## config.mk

```make
export PLATFORM = sky130hd
export DESIGN_NAME = fan_tach_autorange_rpm
export DESIGN_NICKNAME = d
export VERILOG_FILES = /design/src/rtl/ftar_pkg.sv /design/src/rtl/ftar_dp.sv /design/src/rtl/ftar_ctrl.sv /design/src/rtl/fan_tach_autorange_rpm.sv
export SDC_FILE = /design/constraint.sdc
export NUM_CORES = 1
export LEC_CHECK = 0
export ABC_AREA = 1
export BUFFER_PORTS_ARGS = -buffer_cell sky130_fd_sc_hd__buf_2
export CORE_MARGIN = 3
export CORE_UTILIZATION = 55
export DETAILED_ROUTE_END_ITERATION = 10
export PLACE_DENSITY = 0.78
export SLEW_MARGIN = 20
export SYNTH_ARGS = -nofsm -noshare
export SYNTH_HDL_FRONTEND = slang
export SYNTH_SLANG_ARGS = --single-unit
```

## constraint.sdc

```tcl
create_clock -name clk -period 3.72 [get_ports clk]
set_input_delay 0.186 -clock clk [delete_from_list [all_inputs] [get_ports clk]]
set_output_delay 0.186 -clock clk [all_outputs]
set_load 0.01 [all_outputs]
```

## src/rtl/ftar_pkg.sv

```systemverilog
// shared constants, types and register indexes for the fan tachometer block
package ftar_pkg;

    localparam int FAN_COUNT = 5;
    localparam int FAN_IDX_W = (FAN_COUNT > 1) ? $clog2(FAN_COUNT) : 1;

    localparam int FAN_W    = 3;
    localparam int COUNT_W  = 8;
    localparam int EXP_W    = 3;
    localparam int NUM_W    = 21;
    localparam int DIVR_W   = COUNT_W + (1 << EXP_W) - 1;
    localparam int DIV_STEPS = NUM_W;
    localparam int STEP_W   = $clog2(DIV_STEPS);
    localparam int CFG_IDX_W = 2;

    localparam logic [EXP_W-1:0]   EXP_MAX     = '1;
    localparam logic [COUNT_W-1:0] STALL_COUNT = '1;

    localparam logic [NUM_W-1:0]   NUMERATOR_RESET = NUM_W'(1350000);
    localparam logic [COUNT_W-1:0] UPPER_RESET     = COUNT_W'(192);
    localparam logic [COUNT_W-1:0] LOWER_RESET     = COUNT_W'(96);

    localparam logic [CFG_IDX_W-1:0] REG_NUMERATOR = 2'd0;
    localparam logic [CFG_IDX_W-1:0] REG_UPPER     = 2'd1;
    localparam logic [CFG_IDX_W-1:0] REG_LOWER     = 2'd2;

    typedef struct packed {
        logic load;
        logic step;
        logic publish;
    } ftar_cmd_t;

    typedef struct packed {
        logic div_done;
    } ftar_sts_t;

endpackage

```

## src/rtl/ftar_dp.sv

```systemverilog
// datapath: config registers, exponent store, auto-ranging and serial divider
module ftar_dp
    import ftar_pkg::*;
(
    input  logic                  clk,
    input  logic                  rst_n,
    input  ftar_cmd_t             cmd,
    output ftar_sts_t             sts,
    input  logic                  cfg_we,
    input  logic [CFG_IDX_W-1:0]  cfg_index,
    input  logic [NUM_W-1:0]      cfg_data,
    input  logic [FAN_W-1:0]      fan_number,
    input  logic [COUNT_W-1:0]    tach_count,
    output logic [NUM_W-1:0]      speed_rpm,
    output logic [EXP_W-1:0]      exponent_used,
    output logic [EXP_W-1:0]      exponent_next,
    output logic                  exponent_changed,
    output logic                  zero_count
);

    logic [NUM_W-1:0]   numerator_reg;
    logic [COUNT_W-1:0] upper_reg;
    logic [COUNT_W-1:0] lower_reg;
    logic [EXP_W-1:0]   exp_store_reg [FAN_COUNT];

    logic [NUM_W-1:0]   num_hold_reg;
    logic [NUM_W-1:0]   quo_reg;
    logic [DIVR_W-1:0]  rem_reg;
    logic [DIVR_W-1:0]  divisor_reg;
    logic [STEP_W-1:0]  step_reg;
    logic [EXP_W-1:0]   used_reg;
    logic [EXP_W-1:0]   next_reg;
    logic               changed_reg;
    logic               zero_reg;
    logic               stall_reg;

    logic [NUM_W-1:0]   speed_out_reg;
    logic [EXP_W-1:0]   used_out_reg;
    logic [EXP_W-1:0]   next_out_reg;
    logic               changed_out_reg;
    logic               zero_out_reg;

    logic                 fan_ok;
    logic [FAN_IDX_W-1:0] fan_idx;
    logic [EXP_W-1:0]     exp_cur;
    logic [EXP_W-1:0]     exp_up;
    logic [EXP_W-1:0]     exp_new;
    logic [DIVR_W:0]      trial;
    logic [DIVR_W:0]      diff;
    logic [NUM_W-1:0]     speed_next;

    assign fan_ok  = {1'b0, fan_number} < (FAN_W + 1)'(FAN_COUNT);
    assign fan_idx = FAN_IDX_W'(fan_number);
    assign exp_cur = fan_ok ? exp_store_reg[fan_idx] : '0;

    // auto-ranging: raise first, then lower
    always_comb
    begin
        exp_up = exp_cur;
        if (tach_count > upper_reg && exp_cur < EXP_MAX)
        begin
            exp_up = exp_cur + EXP_W'(1);
        end
        exp_new = exp_up;
        if (tach_count < lower_reg && exp_up != '0)
        begin
            exp_new = exp_up - EXP_W'(1);
        end
    end

    // restoring division, one quotient bit a cycle
    assign trial = {rem_reg, quo_reg[NUM_W-1]};
    assign diff  = trial - {1'b0, divisor_reg};

    always_comb
    begin
        priority if (stall_reg)
        begin
            speed_next = '0;
        end
        else if (zero_reg)
        begin
            speed_next = num_hold_reg;
        end
        else
        begin
            speed_next = quo_reg;
        end
    end

    always_ff @(posedge clk or negedge rst_n)
    begin
        if (!rst_n)
        begin
            numerator_reg <= NUMERATOR_RESET;
            upper_reg     <= UPPER_RESET;
            lower_reg     <= LOWER_RESET;
            for (int i = 0; i < FAN_COUNT; i++)
            begin
                exp_store_reg[i] <= '0;
            end
            step_reg <= '0;
        end
        else
        begin
            if (cfg_we)
            begin
                unique case (cfg_index)
                    REG_NUMERATOR: numerator_reg <= cfg_data;
                    REG_UPPER:     upper_reg     <= cfg_data[COUNT_W-1:0];
                    REG_LOWER:     lower_reg     <= cfg_data[COUNT_W-1:0];
                    default:       ;
                endcase
            end
            if (cmd.load)
            begin
                step_reg <= '0;
                if (fan_ok)
                begin
                    exp_store_reg[fan_idx] <= exp_new;
                end
            end
            else if (cmd.step)
            begin
                step_reg <= step_reg + STEP_W'(1);
            end
        end
    end

    always_ff @(posedge clk)
    begin
        if (cmd.load)
        begin
            num_hold_reg <= numerator_reg;
            quo_reg      <= numerator_reg;
            rem_reg      <= '0;
            divisor_reg  <= DIVR_W'(tach_count) << exp_cur;
            used_reg     <= exp_cur;
            next_reg     <= exp_new;
            changed_reg  <= fan_ok && (exp_new != exp_cur);
            zero_reg     <= tach_count == '0;
            stall_reg    <= tach_count == STALL_COUNT;
        end
        else if (cmd.step)
        begin
            if (!diff[DIVR_W])
            begin
                rem_reg <= diff[DIVR_W-1:0];
            end
            else
            begin
                rem_reg <= trial[DIVR_W-1:0];
            end
            quo_reg <= {quo_reg[NUM_W-2:0], ~diff[DIVR_W]};
        end
        if (cmd.publish)
        begin
            speed_out_reg   <= speed_next;
            used_out_reg    <= used_reg;
            next_out_reg    <= next_reg;
            changed_out_reg <= changed_reg;
            zero_out_reg    <= zero_reg;
        end
    end

    assign sts.div_done = step_reg == STEP_W'(DIV_STEPS - 1);

    assign speed_rpm        = speed_out_reg;
    assign exponent_used    = used_out_reg;
    assign exponent_next    = next_out_reg;
    assign exponent_changed = changed_out_reg;
    assign zero_count       = zero_out_reg;

endmodule

```

## src/rtl/ftar_ctrl.sv

```systemverilog
// controller: sequences load, divide and result hand-off
module ftar_ctrl
    import ftar_pkg::*;
(
    input  logic      clk,
    input  logic      rst_n,
    input  logic      in_valid,
    output logic      in_stall,
    output logic      out_valid,
    input  logic      out_stall,
    input  ftar_sts_t sts,
    output ftar_cmd_t cmd
);

    typedef enum logic [2:0] {
        S_IDLE   = 3'b001,
        S_DIVIDE = 3'b010,
        S_FINISH = 3'b100
    } state_t;

    state_t state_reg;
    state_t state_next;
    logic   out_valid_reg;
    logic   out_valid_next;
    logic   slot_free;

    assign slot_free = !out_valid_reg || !out_stall;

    always_comb
    begin
        state_next  = state_reg;
        cmd.load    = 1'b0;
        cmd.step    = 1'b0;
        cmd.publish = 1'b0;
        unique case (state_reg)
            S_IDLE:
            begin
                if (in_valid)
                begin
                    cmd.load   = 1'b1;
                    state_next = S_DIVIDE;
                end
            end
            S_DIVIDE:
            begin
                cmd.step = 1'b1;
                if (sts.div_done)
                begin
                    state_next = S_FINISH;
                end
            end
            S_FINISH:
            begin
                if (slot_free)
                begin
                    cmd.publish = 1'b1;
                    state_next  = S_IDLE;
                end
            end
            default:
            begin
                state_next = S_IDLE;
            end
        endcase
    end

    always_comb
    begin
        out_valid_next = out_valid_reg;
        priority if (cmd.publish)
        begin
            out_valid_next = 1'b1;
        end
        else if (out_valid_reg && !out_stall)
        begin
            out_valid_next = 1'b0;
        end
    end

    always_ff @(posedge clk or negedge rst_n)
    begin
        if (!rst_n)
        begin
            state_reg     <= S_IDLE;
            out_valid_reg <= 1'b0;
        end
        else
        begin
            state_reg     <= state_next;
            out_valid_reg <= out_valid_next;
        end
    end

    assign in_stall  = state_reg != S_IDLE;
    assign out_valid = out_valid_reg;

    a_accept_starts_divide: assert property (@(posedge clk) disable iff (!rst_n)
        in_valid && !in_stall |=> state_reg == S_DIVIDE)
        else $error("accepted item did not start the divider");

    a_divide_runs_to_done: assert property (@(posedge clk) disable iff (!rst_n)
        state_reg == S_DIVIDE && !sts.div_done |=> state_reg == S_DIVIDE)
        else $error("divider left early");

    a_result_after_finish: assert property (@(posedge clk) disable iff (!rst_n)
        $rose(out_valid) |-> $past(state_reg == S_FINISH))
        else $error("result shown without a finished division");

endmodule

```

## src/rtl/fan_tach_autorange_rpm.sv

```systemverilog
// top level: fan speed from tachometer count with per-fan auto-ranging divisor
// Each item passes through a load step, the bit-serial restoring divider (one quotient bit
// per cycle for the 21-bit numerator) and a finish step that moves the result into the
// output register; a new item is accepted only after that hand-off.
// The result then waits in that register while the next item is taken; a
// stalled result holds off only the final hand-off of the following item.
// The per-fan divisor exponent is updated when the item is accepted.
module fan_tach_autorange_rpm
    import ftar_pkg::*;
(
    input  logic                 clk,
    input  logic                 rst_n,
    input  logic                 cfg_we,
    input  logic [CFG_IDX_W-1:0] cfg_index,
    input  logic [NUM_W-1:0]     cfg_data,
    input  logic                 in_valid,
    output logic                 in_stall,
    input  logic [FAN_W-1:0]     fan_number,
    input  logic [COUNT_W-1:0]   tach_count,
    output logic                 out_valid,
    input  logic                 out_stall,
    output logic [NUM_W-1:0]     speed_rpm,
    output logic [EXP_W-1:0]     exponent_used,
    output logic [EXP_W-1:0]     exponent_next,
    output logic                 exponent_changed,
    output logic                 zero_count
);

    ftar_cmd_t cmd;
    ftar_sts_t sts;

    ftar_ctrl u_ctrl (
        .clk       (clk),
        .rst_n     (rst_n),
        .in_valid  (in_valid),
        .in_stall  (in_stall),
        .out_valid (out_valid),
        .out_stall (out_stall),
        .sts       (sts),
        .cmd       (cmd)
    );

    ftar_dp u_dp (
        .clk              (clk),
        .rst_n            (rst_n),
        .cmd              (cmd),
        .sts              (sts),
        .cfg_we           (cfg_we),
        .cfg_index        (cfg_index),
        .cfg_data         (cfg_data),
        .fan_number       (fan_number),
        .tach_count       (tach_count),
        .speed_rpm        (speed_rpm),
        .exponent_used    (exponent_used),
        .exponent_next    (exponent_next),
        .exponent_changed (exponent_changed),
        .zero_count       (zero_count)
    );

endmodule
```

==> results.tsv, run 1 <==
metric	value	unit
data arrival time of the worst path	3.47	ns
Synth area leaders	edfxtp_1, dfrtp_1, nand2_1, ha_1, inv_1	
Worst Setup End Kind	flop	
crit path cell chain	inv_1, ha_1, nand2_1, nor2_1, nand2_1, a21oi_1, inv_1, nand2_1, nand2_1, nand2_1, inv_1, ha_1, nand3b_1, or2_2, nand3_1, nand3_1, nor2_1, nor2_1	
nets@finish	1056	
Antenna diodes	0	
Routed wire per std cell	14.0	um
row cnt	44	
Setup violations, final	0	
reg2reg end	u_dp.changed_reg	
Crit path top cell by count	nand2_1	
antenna violations before repair	0	
CP max stage delay	0.54	ns
Via density	5.31	
cell with the most instances after synthesis	nand2_1	
top cells by count, synth	nand2_1, inv_1, edfxtp_1	
DIE AREA	0.0167	mm2
clock period minus worst slack	3.30	ns
Starting Density	57.0	%
remaining routing DRC violations	0	
Comb power frac	36.7	%
Placement Cell Area	0.00888	mm2
clock network power share	23.5	%
Syn. warnings	0	
IO Pins	70	
Hold WC Path Type	in2reg	
crit start category	flop	
Root Buffer Master	clkbuf_16	
net switching fraction of the power	38.0	%
number of flops mapped to enable cells by yosys	95	
initial DRC count	625	
Synth Flop Type	edfxtp_1	
port bufs	69	
Worst Path Max Fanout	6	
skew final	0.00840	ns
Pwr Total	8.18	mW
final slew viol count	0	
die height	129	um
Post-Synthesis Cells	903	
Worst R2R Start	u_dp.upper_reg[7]	
RSZ-0062 raised after global routing	false	
TritonRoute pass-1 iters	5	
P&R area growth vs syn	15.3	%
Setup TNS	0	ns
clk_lat worst skew	0.43	ns
synthesized area	0.00838	mm2
largest net degree at the start of global routing	65	
Top delay family on crit path	simple AND/OR/NAND/NOR gates	
clock slew at reported path FFs	0.07	ns
critical path class	reg2reg	
Yosys reg bits	171	
Max-slew headroom	31.7	%
Die X-Extent	129	um
GP Congestion	0.868	
largest area contributor in the netlist	edfxtp_1	
period utilisation layout	88.6	%
Final Hold Viols	0	
sequential share of power	39.9	%
Power Density	847	mW/mm2
CTS tree	built	
CTS buffer count	17	
Req. time, crit path	3.90	ns
CP Buf/Inv Count	3	
setup slack, reg-to-reg	0.42	ns
Final Core Density	65.7	%
status	finished, final reports clean	
ys async rst share	35.7	%
Yosys top cell area share	34.1	%
clk buf depth	2	
Syn Area/Cell	9.28	um2
Post-CTS Setup Bufs	0	
DP HPWL	11000	um
Critical-path top delay cell	dfstp_2	
Tightest Pin Transition	1.02	ns
grt ovf	0	
Resize count post-CTS	0	
Post-Route WL	16600	um
Pleak	4.41	nW
critical path depth	18	
# Max-Cap Violations	0	
Synthesized Nets	977	
post-synthesis sequential area ratio	56.1	%
final instance area	0.00965	mm2
first-pass GRT wire length	27600	um
f_max	303	MHz
crit path from	u_dp.upper_reg[7]	
post-route ant nets	0	
vias in the first global route	5864	
worst r2r path cells	18	
Total Routing Usage GR	20.9	%
Clock Sinks	171	
hold path depth	2	
CP endpoint	u_dp.changed_reg	
Core Region	0.0147	mm2
synth unique cells	43	
routed vias	6257	
Int Pwr	5.07	mW
share of layout cells above drive strength 1	16.3	%
NetSw	3.11	mW
maximum vdd ir drop	0.398	mV
# H-tree levels	4	
worst min path at each step:
stage | end | slack [ns] | from
final | u_dp.numerator_reg[20] | 0.01 | cfg_data[20]
after global routing | u_dp.numerator_reg[20] | 0.004 | cfg_data[20]
after CTS | u_dp.numerator_reg[20] | 0.001 | cfg_data[20]
after detailed placement | u_dp.numerator_reg[14] | 0.36 | rst_n
after global placement | u_dp.numerator_reg[14] | 0.36 | rst_n
after floorplan | u_ctrl.out_valid | -0.11 | rst_n
metrics by stage:
step	cells	hold slack (ns)	setup WS, ns
finish	1179	0.0127	0.424
global route	1179	0.00380	0.131
CTS	1179	0.00129	0.464
detailed placement	1134	0.359	0.503
global placement	1134	0.357	0.611
floorplan	903	-0.110	0.802
layer usage:
layer	up-vias	share of wire, %	track usage, %	wire length, um
li1	3148	-	-	-
met1	2946	45	28.4	7520
met2	144	49	34.3	8130
met3	19	4.1	4.33	680
met4	0	1.3	5.93	218
met5	-	0	0	0
power by group through the flow:
| stage | registers [mW] | logic [mW] | clock network [mW] |
|---|---|---|---|
| 4_1_cts | 3.26 | 3.00 | 1.95 |
| 6_report | 3.26 | 3.00 | 1.92 |
| 2_1_floorplan | 3.20 | 2.31 | 0 |
| 3_3_place_gp | 3.26 | 2.89 | 0 |
| 3_5_place_dp | 3.29 | 2.95 | 0 |
| 5_1_grt | 3.33 | 3.44 | 2.02 |
placed cells by master (no fill, tap or decap), drive strengths merged, types with 2 or more instances in the layout:
master,n
nor3,9
or2,4
a31oi,3
nand4,9
dfxtp,15
a211oi,2
nor4,2
dfstp,14
edfxtp,95
nor2,47
a21o,2
o21ai,71
o21a,2
mux2,13
clkinv,3
a21oi,43
bufinv,4
buf,74
xor2,8
nand3,44
mux2i,3
ha,34
o211ai,7
dlygate4sd3,13
nand2,280
xnor2,5
clkbuf,18
dfrtp,47
inv,117
final cells by class:
| type | count | area, um2 |
|---|---|---|
| Clock buffer | 18 | 429 |
| Clock inverter | 14 | 209 |
| Fill cell | 1100 | 5040 |
| Inverter | 110 | 415 |
| Multi-Input combinational cell | 595 | 3160 |
| Sequential cell | 171 | 4700 |
| Tap cell | 184 | 230 |
| Timing Repair Buffer | 87 | 513 |
logic make-up (layout without fill, tap and decap cells):
kind of cell    count (synthesis)  count (layout)  share of synthesized area (%)
simple gates                  396             396                           19.6
xor+xnor                       13              13                           1.36
compound gates                135             135                           9.13
fa+ha+maj                      35              35                           5.32
buf+inv                       137             229                           6.44
flops                         171             171                           56.1
mux                            16              16                           2.11
what timing repair did:
action	4_1_cts	5_1_grt
endpoints found under the setup margin	0	0
hold endpoints to repair	37	0
hold buffers	13	0
(Power assumes the default switching activity.)
==> run 2, diff against run 1 <==
--- a/config.mk
+++ b/config.mk
@@ -7,10 +7,11 @@
 export LEC_CHECK = 0
 export ABC_AREA = 1
 export BUFFER_PORTS_ARGS = -buffer_cell sky130_fd_sc_hd__buf_2
+export CAP_MARGIN = 20
 export CORE_MARGIN = 3
 export CORE_UTILIZATION = 55
 export DETAILED_ROUTE_END_ITERATION = 10
-export PLACE_DENSITY = 0.78
+export PLACE_DENSITY = 0.76
 export SLEW_MARGIN = 20
 export SYNTH_ARGS = -nofsm -noshare
 export SYNTH_HDL_FRONTEND = slang
==> results.tsv, run 2 (synthesized netlist as in run 1, its figures left out) <==
metric	value	unit
Clock Sinks	171	
Setup violations, final	0	
remaining routing DRC violations	0	
Post-Place Worst Slack	0.532	ns
antenna violations before repair	0	
Worst R2R Start	u_dp.upper_reg[7]	
Resize count post-CTS	0	
Routed wire per std cell	14.7	um
port bufs	69	
crit start category	flop	
most frequent cells in the layout	nand2_1, inv_1, edfxtp_1, buf_2, o21ai_0	
CTS tree	built	
Hold Buf Count CTS	13	
Worst Path Max Fanout	6	
DP HPWL	11200	um
Crit path top cell by count	nand2_1	
Setup TNS	0	ns
Tightest Pin Transition	0.880	ns
Power Density	837	mW/mm2
Top delay family on crit path	simple AND/OR/NAND/NOR gates	
status	finished, final reports clean	
Pwr Total	8.08	mW
P&R area growth vs syn	15.2	%
Starting Density	57.0	%
post-route ant nets	0	
period utilisation layout	87.1	%
Worst Setup End Kind	flop	
clk buf depth	2	
data arrival time of the worst path	3.42	ns
die height	129	um
largest net degree at the start of global routing	64	
Die X-Extent	129	um
nets@finish	1058	
Max-slew headroom	41.3	%
Worst Setup Slack, final	0.478	ns
grt ovf	0	
IO Pins	70	
Final Core Density	65.7	%
Post-Route WL	17300	um
skew final	0.00603	ns
commonest non-fill, non-tap cell in the layout	nand2_1	
Worst Hold Margin	0.0430	ns
Via density	5.33	
RSZ-0062 raised after global routing	false	
f_max	308	MHz
crit path cell chain	inv_1, ha_1, nand2_1, nor2_1, nand2_1, a21oi_1, inv_1, nand2_1, nand2_1, nand2_1, inv_1, ha_1, nand3b_1, or2_2, nand3_1, nand3_1, nor2_1, nor2_1	
TritonRoute pass-1 iters	5	
Final Hold Viols	0	
Post-CTS Setup Bufs	0	
first-pass GRT wire length	28000	um
Finished Layout Cells	1181	
final instance area	0.00965	mm2
crit path from	u_dp.upper_reg[7]	
DIE AREA	0.0167	mm2
Placement Cell Area	0.00888	mm2
maximum vdd ir drop	0.411	mV
critical path class	reg2reg	
# Max-Cap Violations	0	
CP Buf/Inv Count	3	
vias in the first global route	5817	
final slew viol count	0	
dpl cells	1134	
Hold WC Path Type	in2reg	
CTS buffer count	17	
Total Routing Usage GR	21.5	%
clock period minus worst slack	3.24	ns
routed vias	6296	
row cnt	44	
clock slew at reported path FFs	0.07	ns
Root Buffer Master	clkbuf_16	
initial DRC count	573	
Antenna diodes	0	
GP Congestion	0.834	
# H-tree levels	4	
clk_lat worst skew	0.43	ns
CP max stage delay	0.53	ns
fillcell total	1147	
share of layout cells above drive strength 1	16.4	%
Req. time, crit path	3.90	ns
min-delay src	cfg_data[4]	
Pleak	4.40	nW
Core Region	0.0147	mm2
Critical-path top delay cell	dfstp_2	
run 2: where the power goes:
group	internal, mW	total, mW	switching [mW]
clock	1.01	1.78	0.774
combinational	0.996	3.03	2.03
sequential	2.94	3.27	0.335
total	4.94	8.08	3.14
run 2: routing by layer:
layer  vias up  part of all wire (%)  global-route usage [%]
met4         0                   1.6                    7.78
met2       155                    50                    35.8
met3        24                   4.4                    4.12
li1       3153                     -                       -
met5         -                     0                       0
met1      2964                    44                    28.4
run 2: final timing paths:
check,to,slack [ns],cells after the start
worst max-delay path,u_dp.changed_reg,0.48,18
min in group asynchronous,u_dp.numerator_reg[13],0.38,2
max in group asynchronous,u_dp.lower_reg[5],2.36,3
worst min register to register,u_dp.exponent_next[1],0.42,0
worst max register to register,u_dp.changed_reg,0.48,18
worst min-delay path,u_dp.numerator_reg[4],0.04,3
run 2: worst min-delay path: cells and delay by family:
family          cells  cell delay [ns]
buf+inv             2             0.18
compound gates      1             0.09
run 2: layout make-up:
class                      count  area (um2)  share of cell area (%)
inverter                     110         415                    4.30
tap                          184         230                    2.39
clock buffer                  18         429                    4.45
clock inverter                14         168                    1.74
multi-input combinational    595        3160                    32.7
timing repair buffer          89         551                    5.70
sequential                   171        4700                    48.7
==> run 3, diff against run 2 <==
==> constraint.sdc (replaced) <==
create_clock -name clk -period 3.3 [get_ports clk]
set_input_delay 0.165 -clock clk [delete_from_list [all_inputs] [get_ports clk]]
set_output_delay 0.165 -clock clk [all_outputs]
set_load 0.01 [all_outputs]
==> results.tsv, run 3 (synthesized netlist as in run 1, its figures left out) <==
metric	value	unit
antenna violations before repair	0	
CP endpoint	u_dp.changed_reg	
remaining routing DRC violations	0	
largest net degree at the start of global routing	57	
RSZ-0062 raised after global routing	false	
CP Buf/Inv Count	5	
status	finished, final reports clean	
port bufs	69	
Routed wire per std cell	14.3	um
Top delay family on crit path	simple AND/OR/NAND/NOR gates	
Setup violations, final	0	
clk buf depth	2	
Setup TNS	0	ns
critical path depth	20	
# Max-Cap Violations	0	
Post-Route WL	16900	um
reg2reg end	u_dp.changed_reg	
clock slew at reported path FFs	0.07	ns
DP HPWL	11300	um
Crit path top cell by count	nand2_1	
Power Density	955	mW/mm2
routed vias	6194	
critical path class	reg2reg	
CP max stage delay	0.53	ns
Worst Path Max Fanout	5	
Max-slew headroom	42.4	%
Pwr Total	9.30	mW
period utilisation layout	90.3	%
skew final	0.00865	ns
Core Region	0.0147	mm2
CTS buffer count	17	
# H-tree levels	4	
TritonRoute pass-1 iters	5	
most frequent cells in the layout	nand2_1, inv_1, edfxtp_1, buf_2, o21ai_0	
f_max	335	MHz
Antenna diodes	0	
crit start category	flop	
Pleak	4.45	nW
final instance area	0.00974	mm2
Total Routing Usage GR	21.4	%
DIE AREA	0.0167	mm2
CTS tree	built	
Via density	5.22	
die height	129	um
worst r2r path cells	20	
IO Pins	70	
Final Hold Viols	0	
Critical-path top delay cell	dfstp_2	
setup slack, reg-to-reg	0.32	ns
grt ovf	0	
Worst R2R Start	u_dp.upper_reg[7]	
crit path cell chain	inv_1, ha_1, nand2_1, nor2_2, nand2_1, a21oi_4, inv_1, nand2_1, nand2_1, nand2_1, inv_1, ha_1, nand3b_1, buf_4, inv_1, nand3_1, nand3_1, nand3_1, nor2_1, nor2_1	
data arrival time of the worst path	3.16	ns
first-pass GRT wire length	28100	um
P&R area growth vs syn	16.3	%
Req. time, crit path	3.48	ns
Clock Sinks	171	
nets@finish	1063	
post-route ant nets	0	
crit path from	u_dp.upper_reg[7]	
Starting Density	57.0	%
final slew viol count	0	
clk_lat worst skew	0.43	ns
Worst Setup End Kind	flop	
GP Congestion	0.870	
Placement Cell Area	0.00893	mm2
vias in the first global route	5872	
share of layout cells above drive strength 1	17.1	%
commonest non-fill, non-tap cell in the layout	nand2_1	
row cnt	44	
Hold WC Path Type	in2reg	
initial DRC count	442	
clock period minus worst slack	2.98	ns
Root Buffer Master	clkbuf_16	
maximum vdd ir drop	0.474	mV
Die X-Extent	129	um
Tightest Pin Transition	0.864	ns
## run 3: stage by stage
| stage | worst slack [ns] | util [%] | hold WS [ns] | cells |
|---|---|---|---|---|
| after global routing | 0.0230 | 66.3 | 0.0246 | 1186 |
| after floorplan | 0.382 | - | -0.131 | 903 |
| after CTS | 0.192 | 66.1 | 0.0170 | 1186 |
| after detailed placement | 0.207 | 60.7 | 0.0959 | 1140 |
| after global placement | 0.331 | 60.7 | 0.105 | 1140 |
| final | 0.319 | 66.3 | 0.0181 | 1186 |
## run 3: cell type report
cell class                      instances  area (um2)
Clock buffer                           18         429
Clock inverter                         14         225
Fill cell                            1130        4960
Inverter                              110         415
Multi-Input combinational cell        595        3170
Sequential cell                       171        4700
Tap cell                              184         230
Timing Repair Buffer                   94         568
## run 3: layer usage
metal,global-route usage (%),vias up,routed length (um)
met5,0,-,0
met4,7.16,0,357
met3,4.45,25,645
met2,34.4,120,8200
met1,29.2,2889,7730
li1,-,3160,-
## run 3: timing repair
action,in CTS,in global routing
endpoints found under the setup margin,0,12
hold buffers,14,0
setup buffers,0,0
resized for setup,0,4
endpoints found under the hold margin,26,0
## run 3: worst min-delay path by stage
| stage | from | to | slack [ns] | cells past startpoint |
|---|---|---|---|---|
| 2_1_floorplan | rst_n | u_ctrl.out_valid | -0.13 | 0 |
| 3_3_place_gp | rst_n | u_dp.numerator_reg[10] | 0.11 | 1 |
| 3_5_place_dp | rst_n | u_dp.numerator_reg[10] | 0.1 | 1 |
| 4_1_cts | cfg_data[5] | u_dp.numerator_reg[5] | 0.02 | 3 |
| 5_1_grt | cfg_data[5] | u_dp.numerator_reg[5] | 0.02 | 3 |
| 6_report | cfg_data[4] | u_dp.numerator_reg[4] | 0.02 | 3 |
## run 3: worst register-to-register path, cell delays in order (launching register included)
cell      delay, ns
dfstp_2        0.53
inv_1          0.04
ha_1           0.28
nand2_1        0.08
nor2_2         0.13
nand2_1        0.10
a21oi_4        0.17
inv_1          0.07
nand2_1        0.08
nand2_1        0.10
nand2_1        0.09
inv_1          0.04
ha_1           0.18
nand3b_1       0.16
buf_4          0.16
inv_1          0.10
nand3_1        0.10
nand3_1        0.09
nand3_1        0.07
nor2_1         0.11
nor2_1         0.05
## run 3: power by group
| group | leakage, nW | internal [mW] | total [mW] | switching, mW |
|---|---|---|---|---|
| Clock | 0.321 | 1.31 | 2.21 | 0.903 |
| Combinational | 2.38 | 1.14 | 3.41 | 2.27 |
| Sequential | 1.75 | 3.31 | 3.68 | 0.372 |
| Total | 4.45 | 5.75 | 9.30 | 3.55 |
